**src/rtl/pst_pkg.sv**
```systemverilog
`timescale 1ns / 1ps
// ----------------------------------------------------------------------------
// pst_pkg
// Shared types, codes and the watched service port table of the port scan
// host tracker.
// ----------------------------------------------------------------------------
package pst_pkg;

   // Defaults and upper bounds of the top-level parameters
   localparam int DEF_NUM_WATCHED_PORTS = 20;
   localparam int DEF_HOSTS_PER_PORT    = 16;
   localparam int MAX_WATCHED_PORTS     = 64;
   localparam int MAX_HOSTS_PER_PORT    = 256;

   // Field widths of the request and response words
   localparam int ADDR_W   = 32;
   localparam int PORT_W   = 16;
   localparam int STAMP_W  = 32;
   localparam int STATUS_W = 3;
   localparam int OSLOT_W  = 5;
   localparam int OSEEN_W  = 5;

   // Token fields sized for the largest configuration
   localparam int PST_SLOT_W  = $clog2(MAX_WATCHED_PORTS);
   localparam int PST_COUNT_W = $clog2(MAX_HOSTS_PER_PORT + 1);

   typedef enum logic [STATUS_W-1:0] {
      STATUS_NOT_WATCHED = 3'd0,
      STATUS_SEEN        = 3'd1,
      STATUS_RECORDED    = 3'd2,
      STATUS_FULL        = 3'd3,
      STATUS_CLEARED     = 3'd4
   } pst_status_type;

   typedef enum logic {
      KIND_PACKET = 1'b0,
      KIND_CLEAR  = 1'b1
   } pst_kind_type;

   // Lookup word that walks down the row of host cells
   typedef struct packed {
      logic                   valid;
      logic                   found;
      logic [PST_SLOT_W-1:0]  slot;
      logic [PST_COUNT_W-1:0] count;
      logic [ADDR_W-1:0]      addr;
      logic [STAMP_W-1:0]     stamp;
   } pst_token_type;

   localparam int PST_PORT_TABLE_LEN = 20;

   localparam logic [PORT_W-1:0] PST_PORT_TABLE [PST_PORT_TABLE_LEN] = '{
      16'd7,   16'd9,   16'd20,  16'd21,  16'd23,
      16'd25,  16'd53,  16'd69,  16'd79,  16'd111,
      16'd123, 16'd161, 16'd162, 16'd512, 16'd513,
      16'd514, 16'd515, 16'd520, 16'd540, 16'd6000
   };

endpackage

```
**src/rtl/pst_cell.sv**
```systemverilog
`timescale 1ns / 1ps
// ----------------------------------------------------------------------------
// pst_cell
// One host position of every watched port: compares the passing lookup word
// with its stored address and appends the address when it is the next free
// position.
// ----------------------------------------------------------------------------
module pst_cell #(
   parameter int NUM_WATCHED_PORTS = pst_pkg::DEF_NUM_WATCHED_PORTS,
   parameter int CELL_INDEX        = 0
) (
   input  logic                  clock,
   input  logic                  reset,
   input  pst_pkg::pst_token_type token_in,
   output pst_pkg::pst_token_type token_out
);
   import pst_pkg::*;

   localparam int SLOT_IDX_W = (NUM_WATCHED_PORTS > 1) ? $clog2(NUM_WATCHED_PORTS) : 1;
   localparam logic [PST_COUNT_W-1:0] CELL_POS = PST_COUNT_W'(CELL_INDEX);

   logic [ADDR_W-1:0]  addr_mem [NUM_WATCHED_PORTS];
   logic [STAMP_W-1:0] time_mem [NUM_WATCHED_PORTS];

   pst_token_type      token_ff;
   logic [ADDR_W-1:0]  rd_addr_ff;
   logic [SLOT_IDX_W-1:0] rd_idx;
   logic [SLOT_IDX_W-1:0] wr_idx;
   logic               hit;
   logic               wr_en;

   assign rd_idx = token_in.slot[SLOT_IDX_W-1:0];
   assign wr_idx = token_ff.slot[SLOT_IDX_W-1:0];

   always_ff @(posedge clock) begin
      if (reset) begin
         token_ff.valid <= 1'b0;
      end else begin
         token_ff <= token_in;
      end
   end

   // read the entry for the arriving word's port alongside the word itself
   always_ff @(posedge clock) begin
      rd_addr_ff <= addr_mem[rd_idx];
   end

   // only positions below the port's fill count hold live hosts
   assign hit = token_ff.valid && (CELL_POS < token_ff.count) && (rd_addr_ff == token_ff.addr);

   // append here when all live positions missed and this is the next free one
   assign wr_en = token_ff.valid && !token_ff.found && (token_ff.count == CELL_POS);

   always_ff @(posedge clock) begin
      if (wr_en) begin
         addr_mem[wr_idx] <= token_ff.addr;
         time_mem[wr_idx] <= token_ff.stamp;
      end
   end

   always_comb begin
      token_out       = token_ff;
      token_out.found = token_ff.found | hit;
   end

endmodule

```
**config.mk**
```make
export PLATFORM = sky130hd
export DESIGN_NAME = pst_cell
export DESIGN_NICKNAME = d
export VERILOG_FILES = /design/src/rtl/pst_pkg.sv /design/src/rtl/pst_cell.sv
export SDC_FILE = /design/constraint.sdc
export NUM_CORES = 1
export LEC_CHECK = 0
export BUFFER_PORTS_ARGS = -buffer_cell sky130_fd_sc_hd__buf_2
export CAP_MARGIN = 10
export CELL_PAD_IN_SITES_DETAIL_PLACEMENT = 1
export CELL_PAD_IN_SITES_GLOBAL_PLACEMENT = 2
export CORE_ASPECT_RATIO = 1.5
export CORE_UTILIZATION = 40
export CTS_CLUSTER_DIAMETER = 100
export DETAILED_ROUTE_END_ITERATION = 16
export GPL_ROUTABILITY_DRIVEN = 0
export MAX_ROUTING_LAYER = met4
export PLACE_DENSITY_LB_ADDON = 0.1
export REMOVE_ABC_BUFFERS = 1
export SETUP_SLACK_MARGIN = 0.15
export SYNTH_ARGS = -nofsm -noshare
export SYNTH_HDL_FRONTEND = slang
export SYNTH_SLANG_ARGS = --single-unit
```
**constraint.sdc**
```tcl
create_clock -name clock -period 4.75 [get_ports clock]
set_clock_uncertainty 0.2 [all_clocks]
set_input_delay 0.95 -clock clock [delete_from_list [all_inputs] [get_ports clock]]
set_output_delay 0.95 -clock clock [all_outputs]
set_load 0.01 [all_outputs]
```
# == Yosys cells after proc, flatten, opt, wreduce, memory -nomap -nowiden ==
# Memory sizes are Yosys's and may differ from the RTL's. A register that Yosys moved wholly into a read port is not among the register bits.
# Index checks and enable logic that the tools add are counted.
# classes
addsub,0
mul,0
n_div,0
order_cmp,1
eq_ne,1
n_shift,0
n_mux,2
bitwise,1
reduce_logical,6
# ops
operator,count
$eq 32x32->1,1
$logic_not 9->1,1
$lt 1x9->1 const A,1
$logic_and 1x1->1,4
$mux 1,2
$logic_not 1->1,1
$or 1x1->1,1
# totals
regBits,81
latchBits,0
ram_bits,640
rom_bits,0
output_inout_bits,81
wordCells,18
memories,1
# mem_list
name,depth,word_bits,read_ports,rd_ports_with_merged_regs,write_ports,line,text
addr_mem,20,32,1,1,1,pst_cell.sv:22,logic [ADDR_W-1:0] addr_mem [NUM_WATCHED_PORTS];

# == Logic depth before layout (Yosys ltp) ==
# logic_depth
word_depth,5
depth_mapped,8

# == Worst setup path after synthesis ==
# No wires, ideal clock.
# synth_timing
kind,flip-flop to flip-flop
start,reg token_ff (netlist bit token_out[66])
end,"mem addr_mem[12][0], enable pin"
setup_ps,421
arrival_ps,2649
required_time_ps,4129
setup_slack_ps,1480
stages_incl_launch_ff,6
synth_period_minus_slack_ps,3270
path_cell_list,edfxtp_1 nor4_1 nand3_1 nor4b_1 nand2b_1 nor2_1
# synth_via
elab_chain_cells,4
# synth_rtl
element,line,text
"start, declared",pst_cell.sv:25,pst_token_type token_ff;
"start signal, assigned",pst_cell.sv:39,token_ff <= token_in;
$logic_not 9->1,pst_cell.sv:52,assign wr_en = token_ff.valid && !token_ff.found && (token_ff.count == CELL_POS);
$logic_and 1x1->1,pst_cell.sv:52,
$mux 1,pst_cell.sv:55,if (wr_en) begin
$mux 1,-,
"end, declared",pst_cell.sv:22,
# Every way passes these cells.

==> out/results.txt <==
Area after DPL - 0.0302 mm²
Count leader, synth - edfxtp_1
Maxcap violations - 0
CP Data Arrival Time - 3.13 ns
DR WL/cell - 30.0 µm
Synth top area share - 0.766
Tightest Pin Transition - 1.23 ns
Post-synthesis cell type count - 33
Max-slew headroom - 0.179
Post-CTS Hold Fix Bufs - 0
Mapped Cells - 1268
Core area - 0.0700 mm²
Final setup margin - 0.470 ns
Place WS - 1.09 ns
Floorplan row count - 119
Synth area leader - edfxtp_1
Via density - 5.42
GRT Total Usage - 0.215
Final period util - 0.901
Max stage delay on crit path - 0.86 ns
Post-layout instance area - 0.0326 mm²
Die Y - 327 µm
Synth warnings - 0
DR DRC count - 0
Clock sinks - 753
Inserted Clock Buffers - 74
Nets - 1535
Top achievable clock speed - 234 MHz
Crit end category - output port
Clk pwr share - 0.419
Post-CTS sizing - 0
CTS tree - built
Leak pwr - 10.5 nW
First drt pass iteration count - 5
Fillers - 6361
Seq pwr share - 0.529
Net Switching - 3.01 mW
Unrepaired setup endpoints after global routing - false
Sequential area share after synthesis - 0.789
Max VDD drop - 0.322 mV
Grt ovf - 0
Synth async-reset ratio - 0
Clock-pin slew on the worst setup and hold paths - 0.06 ns
Clk root buf - clkbuf_16
Min cycle time layout - 4.28 ns
Initial DRC Count - 998
Number of buffer and inverter stages on the critical path - 1
Synth Flop Type - edfxtp_1
Initial antenna violation count - 0
Slew Limit Fails - 0
Critical path cell sequence - xnor2_1 -> nand4_1 -> nor4_1 -> nand4_1 -> o21bai_1 -> buf_2
Initial Utilization - 0.404
Clock latency on the worst-skew pair - 0.63 ns
Syn Area/Cell - 22.3 µm²
Startpoint Class - flip-flop
IO Port Bufs - 163
First-pass GRT wire length - 104000 µm
Number of flops mapped to enable cells by yosys - 720
Crit Path Max Fanout - 5
Combinational Power Share - 0.052
Crit Path Category - reg -> out
Hold Vio Cnt, Final - 0
Power per cell area - 433 mW/mm²
Post-Syn Area - 0.0282 mm²
# diodes - 0
CP delay by family, top - simple AND/OR/NAND/NOR gates
CP max stage cell - nor4_1
Die ar. - 0.0717 mm²
Pin count of the biggest net entering global routing - 53
Post CTS Setup Buffer Count - 0
Setup TNS - 0 ns
Synthesis-to-finish area growth - 15.4%
Synth area leaders - edfxtp_1 (77%), mux4_2 (13%), buf_4 (2.3%)
Share of cells above drive strength 1 - 0.355
I/O pins - 164
Cell Int Power - 11.1 mW
Hold WC Path Type - in -> reg
HPWL after detailed placement - 43500 µm
Worst path most repeated cell - nand4_1
Clock tree buffer depth - 3
Via Count - 13100
Vias in the first global route - 14500
Critical Path RT - 3.60 ns
Status - complete, no violations
Net Sw Frac - 0.214
Synth cell count leaders - edfxtp_1 (720), mux4_2 (160), buf_4 (88)
Drt total wl - 72400 µm
H-tree depth - 3
# setup viols final - 0
Die W - 219 µm
#FFs+latches synth - 753
Antenna-violating nets left - 0
-- per-layer routing --
| layer | track usage | wire length (µm) | part of all wire |
|---|---|---|---|
| met5 | - | 0 | 0 |
| met2 | 0.376 | 39300 | 0.54 |
| met3 | 0.0285 | 2460 | 0.034 |
| met4 | 0.0586 | 1310 | 0.018 |
| met1 | 0.260 | 29300 | 0.41 |
-- worst reg2reg max path, stage by stage (launching register included) --
cell      delay, ns
edfxtp_1       0.38
nor4_1         0.31
nand3_1        0.23
nor4b_1        0.56
nand2b_1       0.46
nor2_4         0.61
buf_4          0.52
-- per-stage QoR --
step	power, mW	std cells	utilization	hold slack, ns
after floorplan	7.92	1132	-	0.428
after global placement	8.36	2283	0.432	0.284
after detailed placement	8.37	2283	0.432	0.292
after CTS	14.3	2418	0.466	0.250
after global routing	14.5	2418	0.466	0.272
final	14.1	2418	0.466	0.296
-- cells by family (layout without fill, tap and decap cells) --
family,Yosys count,count (layout),synth area share
AOI/OAI and AO/OA,91,91,0.0243
xor gates and xnor gates,32,32,0.00992
and+or+nand+nor,89,89,0.0144
DFF,753,753,0.789
buffers and inverters,137,380,0.0325
muxes,166,166,0.130
-- layout make-up --
class | count | area (µm²) | area share
repair buffers | 244 | 1570 | 0.0481
multi-input cells | 378 | 5210 | 0.160
inverters | 1 | 6.26 | 0.000192
clock inverters | 40 | 400 | 0.0123
flip-flops and latches | 753 | 22300 | 0.684
well taps | 907 | 1130 | 0.0348
clock buffers | 95 | 1990 | 0.0612
-- placed cells by master, fill, tap and decap left out, drive strengths merged --
| cell | instances |
|---|---|
| clkbuf | 95 |
| buf | 244 |
| edfxtp | 720 |
| a22o | 29 |
| bufinv | 8 |
| nand3 | 2 |
| dfxtp | 33 |
| nor3b | 1 |
| or3 | 1 |
| inv | 3 |
| a221oi | 29 |
| clkinvlp | 4 |
| nand2b | 1 |
| nor3 | 2 |
| clkinv | 26 |
| nand4 | 6 |
| xnor2 | 17 |
| o311ai | 3 |
| mux2i | 3 |
| or3b | 1 |
| nor2 | 24 |
| nand2 | 38 |
| mux2 | 3 |
| nand3b | 2 |
| nor4 | 5 |
| mux4 | 160 |
| o21bai | 1 |
| nor4b | 1 |
| o21ai | 29 |
| nor2b | 4 |
| and2 | 1 |
| xor2 | 15 |
-- flip-flops by register name (all words and copies together) (netlist names) --
signal	cells
addr_mem	640
rd_addr_ff	32
token_ff	1
token_out	80
-- worst paths after layout --
path,start,slack [ns],cells past startpoint,end
worst min register to register,token_out[44]$_DFFE_PN_,0.31,0,addr_mem[18][12]$_DFFE_PP_
worst max register to register,token_out[66]$_DFFE_PN_,1.12,6,addr_mem[0][3]$_DFFE_PP_
worst max-delay path,token_out[61]$_DFFE_PN_,0.47,6,token_out[79]
worst min-delay path,token_in[67],0.30,1,token_out[67]$_DFFE_PN_
-- power by group through the flow --
stage	Combinational, mW	Clock (mW)	Sequential, mW
3_3_place_gp	0.750	0	7.61
2_1_floorplan	0.246	0	7.67
4_1_cts	0.762	6.05	7.47
5_1_grt	0.796	6.24	7.47
3_5_place_dp	0.762	0	7.61
6_report	0.737	5.91	7.46
No activity file was read; power rests on OpenSTA's default activity.
